[src/rtl/core/qtam_pkg.sv]
// Shared constants, word types and flag structs of the thrust mixer.
// No dependencies; the thrust, divider, root, top and checker files import it.
package qtam_pkg;

  localparam int MOTORS          = 4;
  localparam int AXES            = 4;
  localparam int TRIM_BASE       = MOTORS * AXES;
  localparam int LIMIT_BASE      = TRIM_BASE + MOTORS;
  localparam int TABLE_DEPTH     = LIMIT_BASE + MOTORS;
  localparam int COEF_W          = 32;
  localparam int CMD_W           = 16;
  localparam int VALUE_WIDTH_DEF = 32;
  localparam int MAG_W           = 31;
  localparam int QUO_W           = 31;
  localparam int REM_W           = 32;
  localparam int DIV_STEPS       = 31;
  localparam int DIV_PER         = 5;
  localparam int DIV_STAGES      = (DIV_STEPS + DIV_PER - 1) / DIV_PER;
  localparam int ROOT_W          = 16;
  localparam int SQRT_W          = 32;
  localparam int SQRT_STEPS      = 16;
  localparam int SQRT_PER        = 4;
  localparam int SQRT_STAGES     = (SQRT_STEPS + SQRT_PER - 1) / SQRT_PER;
  localparam int THRUST_STAGES   = 5;
  localparam int REG_IDX_W       = 1;

  localparam logic signed [CMD_W-1:0] CMD_RESET_MIN = 16'sh8000;
  localparam logic signed [CMD_W-1:0] CMD_RESET_MAX = 16'sh7FFF;
  localparam logic signed [CMD_W:0]   CMD_POS_LIMIT = 17'sd32767;

  typedef enum logic {
    OP_LOAD  = 1'b0,
    OP_ALLOC = 1'b1
  } op_t;

  typedef enum logic [REG_IDX_W-1:0] {
    REG_CMD_MIN = 1'b0,
    REG_CMD_MAX = 1'b1
  } reg_idx_t;

  typedef struct packed {
    op_t                      op;
    logic [4:0]               table_index;
    logic signed [COEF_W-1:0] table_value;
    logic signed [COEF_W-1:0] moment_x;
    logic signed [COEF_W-1:0] moment_y;
    logic signed [COEF_W-1:0] moment_z;
    logic signed [COEF_W-1:0] force_z;
  } in_word_t;

  typedef struct packed {
    logic signed [CMD_W-1:0] command_motor_one;
    logic signed [CMD_W-1:0] command_motor_two;
    logic signed [CMD_W-1:0] command_motor_three;
    logic signed [CMD_W-1:0] command_motor_four;
    logic                    any_clipped;
    logic                    negative_requested;
  } out_word_t;

  // Per-lane status leaving the thrust stages.
  typedef struct packed {
    logic sign;
    logic zero;
    logic clip;
    logic neg;
  } thr_flags_t;

  // Status of one word riding beside the divider and root stages.
  typedef struct packed {
    logic [MOTORS-1:0] sign;
    logic [MOTORS-1:0] zero;
    logic              clip;
    logic              neg;
  } side_t;

endpackage

[src/rtl/core/qtam_sqrt.sv]
// Pipelined digit-by-digit integer square root, one result bit per step.
// Several steps per stage; uses qtam_pkg.
module qtam_sqrt (
  input  logic                        clk,
  input  logic                        en,
  input  logic [qtam_pkg::QUO_W-1:0]  rad,
  output logic [qtam_pkg::ROOT_W-1:0] root
);
  import qtam_pkg::*;

  logic [SQRT_W-1:0] x_q [SQRT_STAGES];
  logic [SQRT_W-1:0] r_q [SQRT_STAGES];

  for (genvar s = 0; s < SQRT_STAGES; s++) begin : g_stage
    logic [SQRT_W-1:0] x_in, r_in, x_out, r_out;

    if (s == 0) begin : g_first
      assign x_in = SQRT_W'(rad);
      assign r_in = '0;
    end else begin : g_next
      assign x_in = x_q[s-1];
      assign r_in = r_q[s-1];
    end

    always_comb begin
      int j;
      logic [SQRT_W-1:0] bitv;
      x_out = x_in;
      r_out = r_in;
      for (int k = 0; k < SQRT_PER; k++) begin
        j = s * SQRT_PER + k;
        if (j < SQRT_STEPS) begin
          bitv = SQRT_W'(1) << (2 * (SQRT_STEPS - 1 - j));
          if (x_out >= r_out + bitv) begin
            x_out = x_out - (r_out + bitv);
            r_out = (r_out >> 1) + bitv;
          end else begin
            r_out = r_out >> 1;
          end
        end
      end
    end

    always_ff @(posedge clk) begin
      if (en) begin
        x_q[s] <= x_out;
        r_q[s] <= r_out;
      end
    end
  end

  assign root = r_q[SQRT_STAGES-1][ROOT_W-1:0];

endmodule

[config.mk]
export PLATFORM = sky130hd
export DESIGN_NAME = qtam_sqrt
export DESIGN_NICKNAME = d
export VERILOG_FILES = /design/src/rtl/core/qtam_pkg.sv /design/src/rtl/core/qtam_sqrt.sv
export SDC_FILE = /design/constraint.sdc
export NUM_CORES = 1
export LEC_CHECK = 0
export ABC_AREA = 1
export BUFFER_PORTS_ARGS = -buffer_cell sky130_fd_sc_hd__buf_2
export CAP_MARGIN = 0
export CORE_UTILIZATION = 37
export CTS_CLUSTER_SIZE = 20
export DETAILED_ROUTE_END_ITERATION = 6
export GPL_ROUTABILITY_DRIVEN = 0
export PLACE_DENSITY = 0.51
export SLEW_MARGIN = 5
export SYNTH_ARGS = -nofsm -noshare
export SYNTH_HDL_FRONTEND = slang
export SYNTH_SLANG_ARGS = --single-unit
[constraint.sdc]
create_clock -name clk -period 8.1 [get_ports clk]
set_input_delay 0.405 -clock clk [delete_from_list [all_inputs] [get_ports clk]]
set_output_delay 0.405 -clock clk [all_outputs]
set_load 0.05 [all_outputs]
==> key figures <==
Status
  – Status: completed

Layout
  – Sequential cell area: 4080 um2
  – P&R area growth vs syn: 11.1%
  – NumNets Final: between 3000 and 4000
  – Layout cell share with drive strength beyond 1: under 10%
  – Commonest non-fill, non-tap cells in the layout: nand2_1 (846), inv_1 (357), nor2_1 (308)
  – Most common cell after layout, fill and taps aside: nand2_1
  – Util after Layout: between 40% and 50%
  – Area of the multi-input gates: between 10000 and 15000 um2
  – Fillers: around 5000

Floorplanning
  – Site row count: 80
  – I/O pin cnt: 49
  – Initial Util: between 30% and 40%
  – Core ar.: ~48000 um2
  – Die height: 222 um
  – Die width: 222 um
  – Die area: slightly below 50000 um2

Logic synthesis
  – FF+latch count, synth: between 100 and 150
  – Syn. warnings: 0
  – Mapped Area: roughly 18000 um2
  – Seq/Total Area, Yosys: between 20 and 25%
  – Post-synth net total: approximately 3000
  – Cell count after synthesis: 2799
  – Number of synthesized flops with an enable pin: 136
  – Distinct cells, synth: slightly below 60
  – Async SR Flop Fraction: 0%
  – Average cell area after synthesis: ~6.4 um2
  – Top FF cell, synth: edfxtp_1

Place
  – Worst slack, placed: -0.131 ns
  – Port Buffer Count: 48
  – Detailed placement HPWL: approximately 50 mm

Global route
  – All-Layer GR Usage: roughly a quarter
  – Antenna violations before repair: 0
  – Met1 Usage GRT: approximately 33%
  – Wire length of the first global-routing pass: 93.1 mm
  – GR Layer Usage met3: 4.28%
  – Vias in the first global route: about 17000
  – GRT Max-Usage Layer: met2
  – Gr ovfl total: 0
  – GR Util met2: between 30 and 40%
  – Largest net degree at the start of global routing: 80

Timing
  – Final period util: roughly 93%
  – Unrepaired setup endpoints after global routing: false
  – Final hold vios: 0
  – Worst-margin pin slew: ~0.83 ns
  – Max-Slew Margin vs Limit: about 44%
  – Fmax: 132 MHz
  – Fin Clk Skew: approximately 0.013 ns
  – Min cycle time layout: about 7.6 ns
  – Total negative setup slack: 0 ns
  – Final number of max-transition violations: 0
  – Final setup violation count: 0
  – PnR worst setup slack: roughly 0.54 ns

Worst setup path
  – Critical Path Fanout Max: 18
  – Crit path DAT: around 7.7 ns
  – Worst path max stage delay: around 0.41 ns
  – Delay-heaviest family, CP: simple AND/OR/NAND/NOR gates
  – WS Path Type: register to register
  – Crit path buffers/inverters: 7
  – Startpoint Class: register
  – Cell mode on critical path: nand2_1
  – CP max stage cell: edfxtp_1
  – CP Capture Type: register
  – Req. time, crit path: between 8 and 9 ns

Clock tree
  – H-tree depth reported by CTS: 4
  – CTS tree: yes
  – Worst-path clk slew: about 0.060 ns
  – Clk sinks: roughly 140
  – Worst-Skew Late Latency: roughly 0.44 ns
  – Clock Root Buffer: clkbuf_16
  – Hold Buf Count CTS: 0
  – Max Buffers Root-to-Sink: 2
  – TritonCTS Buffers: 17

Route
  – DRC Markers: 0
  – Via density: about 5.2
  – 1st-iter DRT viols: about 1600
  – Final WL: between 50 and 60 mm
  – DRT Pass-1 Iters: 6
  – Antenna viol nets, final: 0
  – Routed len/inst: 16.7 um
  – Vias: roughly 18000

Flow run
  – Max Cap Violations: 0

Min path
  – Min-Delay Path Class: input pin to register
## metrics by stage
stage / hold WS [ns] / area [um2] / instances
finish: 0.158 / 19900 / 3520
global route: 0.134 / 19900 / 3519
CTS: 0.134 / 19700 / 3507
detailed placement: 0.436 / 19100 / 3473
global placement: 0.432 / 19100 / 3473
floorplan: 0.426 / 17900 / 2799
## kinds of logic after synthesis
kind of cell / count (synthesis) / synth area share, %
simple gates: 1626 / 40.2
buf+inv: 415 / 9.32
compound gates: 348 / 10.9
fa+ha+maj: 157 / 11.0
flops: 136 / 22.8
xor+xnor: 116 / 5.77
mux: 1 / 0.0558
## registers in the layout (all words and copies together), names as in the netlist
signal,count
x_q,96
r_q,40
## repair_timing
item	CTS	global route
pin swaps	0	7
gates resized for setup	4	40
endpoints found under the setup margin	19	41
buffers inserted	2	12
## area by class of cell
cell class,instances,share of cell area [%]
Clock buffer,18,2.15
Multi-Input combinational cell,2248,61.6
Inverter,380,7.25
Sequential cell,136,20.5
Clock inverter,14,0.929
Timing Repair Buffer,108,3.70
Tap cell,615,3.86
Antenna cell,1,0.0126
## path summary, 6_finish.rpt
check | start | endpoint | slack [ns] | depth (start not counted)
hold reg to reg | x_q[1][4] | x_q[2][4] | 0.44 | 0
setup / recovery | r_q[1][23] | x_q[2][11] | 0.54 | 43
hold / removal | rad[21] | x_q[0][21] | 0.16 | 1
setup reg to reg | r_q[1][23] | x_q[2][11] | 0.54 | 43
## Yosys cell counts, types with 5 or more instances
cell / count / area (um2)
a21oi_1: 136 / 681
or2_2: 8 / 50.1
o21ai_0: 140 / 701
inv_2: 12 / 45.0
nand2_1: 847 / 3180
nand4_1: 60 / 375
nand3_2: 24 / 240
nand2_2: 20 / 125
o211ai_1: 5 / 37.5
nor3_1: 47 / 235
a21o_1: 6 / 45.0
a21oi_2: 8 / 70.1
edfxtp_1: 136 / 4080
nand3_1: 223 / 1120
nand2_4: 7 / 78.8
ha_1: 157 / 1960
nor2_2: 14 / 87.6
o21bai_1: 11 / 82.6
buf_6: 13 / 146
inv_1: 366 / 1370
o21a_1: 10 / 75.1
xnor2_1: 59 / 517
o21ai_1: 5 / 25.0
buf_2: 6 / 30.0
xor2_1: 56 / 490
nand3b_1: 26 / 195
clkbuf_1: 14 / 52.6
nor2_4: 11 / 124
nor2_1: 312 / 1170
## per-layer routing
metal	share of wire, %	up-vias
met5	0	-
met4	1.4	0
met2	45	512
li1	-	9382
met3	5.9	57
met1	48	8417
Power is left out: the tool's default activity adds up to more than one toggle a clock period on the data nets, which glitch-free logic cannot reach.
