===== config.mk =====
export PLATFORM = sky130hd
export DESIGN_NAME = qtam_div
export DESIGN_NICKNAME = d
export VERILOG_FILES = /design/src/rtl/core/qtam_pkg.sv /design/src/rtl/core/qtam_div.sv
export SDC_FILE = /design/constraint.sdc
export NUM_CORES = 2
export LEC_CHECK = 0
export ABC_AREA = 1
export BUFFER_PORTS_ARGS = -buffer_cell sky130_fd_sc_hd__buf_2
export CAP_MARGIN = 20
export CORE_MARGIN = 2
export CORE_UTILIZATION = 66
export CTS_CLUSTER_DIAMETER = 60
export DETAILED_ROUTE_END_ITERATION = 7
export PLACE_DENSITY = 0.94
export RECOVER_POWER = 25
export SLEW_MARGIN = 20
export SYNTH_ARGS = -nofsm -noshare
export SYNTH_HDL_FRONTEND = slang
export SYNTH_SLANG_ARGS = --single-unit

===== constraint.sdc =====
create_clock -name clk -period 21 [get_ports clk]
set_input_delay 1.05 -clock clk [delete_from_list [all_inputs] [get_ports clk]]
set_output_delay 1.05 -clock clk [all_outputs]
set_load 0.02 [all_outputs]

===== src/rtl/core/qtam_pkg.sv =====
// Shared constants, word types and flag structs of the thrust mixer.
// No dependencies; the thrust, divider, root, top and checker files import it.
package qtam_pkg;

  localparam int MOTORS          = 4;
  localparam int AXES            = 4;
  localparam int TRIM_BASE       = MOTORS * AXES;
  localparam int LIMIT_BASE      = TRIM_BASE + MOTORS;
  localparam int TABLE_DEPTH     = LIMIT_BASE + MOTORS;
  localparam int COEF_W          = 32;
  localparam int CMD_W           = 16;
  localparam int VALUE_WIDTH_DEF = 32;
  localparam int MAG_W           = 31;
  localparam int QUO_W           = 31;
  localparam int REM_W           = 32;
  localparam int DIV_STEPS       = 31;
  localparam int DIV_PER         = 5;
  localparam int DIV_STAGES      = (DIV_STEPS + DIV_PER - 1) / DIV_PER;
  localparam int ROOT_W          = 16;
  localparam int SQRT_W          = 32;
  localparam int SQRT_STEPS      = 16;
  localparam int SQRT_PER        = 4;
  localparam int SQRT_STAGES     = (SQRT_STEPS + SQRT_PER - 1) / SQRT_PER;
  localparam int THRUST_STAGES   = 5;
  localparam int REG_IDX_W       = 1;

  localparam logic signed [CMD_W-1:0] CMD_RESET_MIN = 16'sh8000;
  localparam logic signed [CMD_W-1:0] CMD_RESET_MAX = 16'sh7FFF;
  localparam logic signed [CMD_W:0]   CMD_POS_LIMIT = 17'sd32767;

  typedef enum logic {
    OP_LOAD  = 1'b0,
    OP_ALLOC = 1'b1
  } op_t;

  typedef enum logic [REG_IDX_W-1:0] {
    REG_CMD_MIN = 1'b0,
    REG_CMD_MAX = 1'b1
  } reg_idx_t;

  typedef struct packed {
    op_t                      op;
    logic [4:0]               table_index;
    logic signed [COEF_W-1:0] table_value;
    logic signed [COEF_W-1:0] moment_x;
    logic signed [COEF_W-1:0] moment_y;
    logic signed [COEF_W-1:0] moment_z;
    logic signed [COEF_W-1:0] force_z;
  } in_word_t;

  typedef struct packed {
    logic signed [CMD_W-1:0] command_motor_one;
    logic signed [CMD_W-1:0] command_motor_two;
    logic signed [CMD_W-1:0] command_motor_three;
    logic signed [CMD_W-1:0] command_motor_four;
    logic                    any_clipped;
    logic                    negative_requested;
  } out_word_t;

  // Per-lane status leaving the thrust stages.
  typedef struct packed {
    logic sign;
    logic zero;
    logic clip;
    logic neg;
  } thr_flags_t;

  // Status of one word riding beside the divider and root stages.
  typedef struct packed {
    logic [MOTORS-1:0] sign;
    logic [MOTORS-1:0] zero;
    logic              clip;
    logic              neg;
  } side_t;

endpackage


===== src/rtl/core/qtam_div.sv =====
// Pipelined restoring divider: quotient of num * 2^30 / den, num <= den.
// Several quotient bits per stage; uses qtam_pkg.
module qtam_div (
  input  logic                         clk,
  input  logic                         en,
  input  logic [qtam_pkg::MAG_W-1:0]   num,
  input  logic [qtam_pkg::MAG_W-1:0]   den,
  output logic [qtam_pkg::QUO_W-1:0]   quo
);
  import qtam_pkg::*;

  logic [REM_W-1:0] rem_q [DIV_STAGES];
  logic [QUO_W-1:0] quo_q [DIV_STAGES];
  logic [MAG_W-1:0] den_q [DIV_STAGES];

  for (genvar s = 0; s < DIV_STAGES; s++) begin : g_stage
    logic [REM_W-1:0] rem_in, rem_out;
    logic [QUO_W-1:0] quo_in, quo_out;
    logic [MAG_W-1:0] den_in;

    if (s == 0) begin : g_first
      assign rem_in = REM_W'(num);
      assign quo_in = '0;
      assign den_in = den;
    end else begin : g_next
      assign rem_in = rem_q[s-1];
      assign quo_in = quo_q[s-1];
      assign den_in = den_q[s-1];
    end

    always_comb begin
      int j;
      rem_out = rem_in;
      quo_out = quo_in;
      for (int k = 0; k < DIV_PER; k++) begin
        j = s * DIV_PER + k;
        if (j < DIV_STEPS) begin
          if (j != 0) begin
            rem_out = rem_out << 1;
          end
          if (rem_out >= REM_W'(den_in)) begin
            rem_out = rem_out - REM_W'(den_in);
            quo_out = {quo_out[QUO_W-2:0], 1'b1};
          end else begin
            quo_out = {quo_out[QUO_W-2:0], 1'b0};
          end
        end
      end
    end

    always_ff @(posedge clk) begin
      if (en) begin
        rem_q[s] <= rem_out;
        quo_q[s] <= quo_out;
        den_q[s] <= den_in;
      end
    end
  end

  assign quo = quo_q[DIV_STAGES-1];

endmodule


==> PnR_summary.wiki <==
{| class="wikitable"
! Metric !! Value
|-
| Fin Clk Skew || 0.0555 ns
|-
| Overall via count from detail_route || 85,441
|-
| Full die area || 119,000 sq um
|-
| Share of cells above drive strength 1 || 0.0390
|-
| H-Tree Depth || 3
|-
| Wire length of the first global-routing pass || 441 mm
|-
| Worst hold path cell count || 0
|-
| Crit path kind || reg2reg
|-
| Number of filler instances in the final layout || 10,132
|-
| Mapped Area || 76,900 sq um
|-
| Post-route minimum period || 16.92 ns
|-
| # IOs || 95
|-
| Ratio of routed vias to standard cells || 6.39
|-
| Source-to-sink clock delay at the later pin of the worst-skew pair || 0.73 ns
|-
| Crit path capture type || flip-flop
|-
| TritonCTS sink count || 508
|-
| Mapped Avg Cell Area || 6.54 sq um
|-
| Die Ht || 345 um
|-
| Cell Rows || 125
|-
| Path category of the worst min-delay check || reg2reg
|-
| Finish-stage setup viols || 0
|-
| Kind of launch point of the worst setup path || flip-flop
|-
| Violated checks || DRC
|-
| Most frequent cells in the layout || 3,507 x nand2_1, 1,290 x inv_1, 1,102 x a21oi_1
|-
| Delay of the slowest critical-path stage || 0.67 ns
|-
| Number of nets in the layout || 12,779
|-
| Yosys cell types || 64
|-
| Number of antenna-violating nets in the routed design || 0
|-
| Outcome || finished, violations left
|-
| Antenna violations before repair || 10
|-
| Largest net degree at the start of global routing || 184
|-
| Number of buffers between clock root and the deepest sink || 3
|-
| Number of synthesized register bits || 508
|-
| Postcts setup bufs || 0
|-
| Total area of multi-input combinational cells || 55,500 sq um
|-
| Global routing usage summed across all routing layers || 0.467
|-
| Worst-path cell with the longest stage delay || inv_1
|-
| Leftover overflow at the end of global routing || 0
|-
| Number of global-route vias before repair || 79,522
|-
| Sum of routed wire length over all layers || 290 mm
|-
| Maximum clock rate || 59.1 MHz
|-
| Number of DRC markers in iteration 0 || 10,838
|-
| Most frequently used flop master after synthesis || edfxtp_1
|-
| Number of buffers created by CTS || 75
|-
| Final weighted congestion in routability-driven placement || 1.12
|-
| Syn nets || 12,775
|-
| Total negative setup slack || 0 ns
|-
| Per-cell routed wire length || 21.7 um
|-
| Cell seen most often among critical-path stages || nand2_1
|-
| Remaining design rule violation count || 61
|-
| Number of failing hold endpoints at the final stage || 0
|-
| Width of the chip || 345 um
|-
| Worst Tran Pin Value || 1.11 ns
|-
| Synthesis-to-layout area growth || 5.23%
|-
| Count of synthesis-stage warnings from yosys || 0
|-
| Number of flops mapped to enable cells by yosys || 508
|-
| Starting density of the core || 0.664
|-
| Critical path required time || 21.43 ns
|-
| FF+latch area || 15,300 sq um
|-
| Async S/R FF share, synth || 0
|-
| Post-Synthesis Cells || 11,767
|-
| Post-cts gate resize count || 0
|-
| Most common cell after layout, fill and taps aside || nand2_1
|-
| Slew Viols, Final || 0
|-
| Area of the core || 116,000 sq um
|-
| Maximum capacitance violations || 0
|-
| Post-DP HPWL || 230 mm
|-
| RSZ-0062 raised after global routing || false
|-
| Number of hold-repair buffers added at the cts stage || 0
|-
| Root Buffer Master || clkbuf_16
|-
| Worst reg-to-reg path cell count || 66
|-
| Drt first pass iters || 8
|-
| Biggest fanout along the worst timing path || 42
|-
| Arrival time at the worst endpoint || 17.34 ns
|-
| Clk pin slew, worst setup/hold paths || 0.06 ns
|-
| TritonCTS clock tree || built
|-
| Seq/Total Area, Yosys || 0.198
|-
| Part of the cycle the worst path needs || 0.806
|-
| Number of input and output port buffers inserted || 94
|-
| Rel. slew slack || 0.262
|}
[critical path, delay by kind of cell (launching register included)]
kind	cells	cell delay, ns
compound gates	24	5.44
buf+inv	7	3.32
flops	1	0.64
simple gates	30	5.16
fa+ha+maj	5	1.91
[per-stage QoR]
step           worst slack, ns  hold WS, ns   util  instance area (sq um)  cells
3_5_place_dp              4.70        0.405  0.676                  78300  13218
5_1_grt                   3.20        0.416  0.698                  80900  13358
4_1_cts                   4.88        0.415  0.698                  80900  13358
3_3_place_gp              4.96        0.400  0.676                  78300  13218
2_1_floorplan            10.13        0.400      -                  76900  11767
6_report                  4.08        0.412  0.698                  80900  13366
[flip-flops by register name, summed over array words and instances, names as in the netlist]
| signal | flops |
|---|---|
| quo_q | 136 |
| den_q | 186 |
| rem_q | 186 |
[cells by family after synthesis]
kind of cell,count (synthesis),share of synthesized area
AO/OA/AOI/OAI,2476,0.178
XOR/XNOR,773,0.0880
adder cells (fa/ha/maj),944,0.154
buffers and inverters,1523,0.0807
flip-flops,508,0.198
multiplexers,1,0.000130
AND/OR/NAND/NOR,5542,0.301
[routing by layer]
layer | vias up | part of all wire | GRT usage | wire [um]
li1 | 39708 | - | - | -
met5 | - | 0.00026 | 0 | 74
met2 | 5782 | 0.42 | 0.716 | 122000
met3 | 1428 | 0.12 | 0.114 | 35200
met4 | 12 | 0.087 | 0.345 | 25200
met1 | 38511 | 0.37 | 0.569 | 107000
[final timing paths]
| kind | from | endpoint | slack (ns) |
|---|---|---|---|
| worst min-delay path | quo_q[4][24]$_DFFE_PP_ | quo_q[5][29]$_DFFE_PP_ | 0.41 |
| worst max register to register | den_q[1][22]$_DFFE_PP_ | rem_q[2][7]$_DFFE_PP_ | 4.08 |
| worst min register to register | quo_q[4][24]$_DFFE_PP_ | quo_q[5][29]$_DFFE_PP_ | 0.41 |
| worst max-delay path | den_q[1][22]$_DFFE_PP_ | rem_q[2][7]$_DFFE_PP_ | 4.08 |
[synth_stat cells (all sizes together), types with 2 or more instances]
cell type | number | area (sq um)
nand2 | 3544 | 13400
inv | 1310 | 4930
a21oi | 1118 | 5660
ha | 937 | 11700
o21ai | 900 | 4580
nor2 | 810 | 3120
nand3 | 746 | 3890
edfxtp | 508 | 15300
xnor2 | 417 | 3650
xor2 | 356 | 3120
buf | 172 | 1120
nand4 | 133 | 853
nor3 | 131 | 671
a21o | 89 | 668
or2 | 86 | 538
o21a | 76 | 571
a21boi | 74 | 559
a31oi | 61 | 382
o21bai | 53 | 398
nor4 | 42 | 263
clkbuf | 32 | 120
nand3b | 26 | 195
o211ai | 26 | 195
o221ai | 24 | 210
a211oi | 14 | 105
a221oi | 13 | 114
o31ai | 13 | 97.6
and2 | 9 | 56.3
and3 | 9 | 56.3
clkinv | 9 | 35.0
fa | 7 | 140
o2111ai | 6 | 52.6
o311ai | 5 | 43.8
nor3b | 2 | 15.0
o221a | 2 | 22.5
[final cells by class]
type / instances / area share
flip-flops and latches: 508 / 0.188
clock buffers: 83 / 0.0236
multi-input cells: 9736 / 0.685
inverters: 1319 / 0.0613
repair buffers: 131 / 0.00909
well taps: 1524 / 0.0236
clock inverters: 57 / 0.00852
diodes: 8 / 0.000247
Power is left out: the tool's default activity adds up to more than one toggle a clock period on the data nets, which glitch-free logic cannot reach.
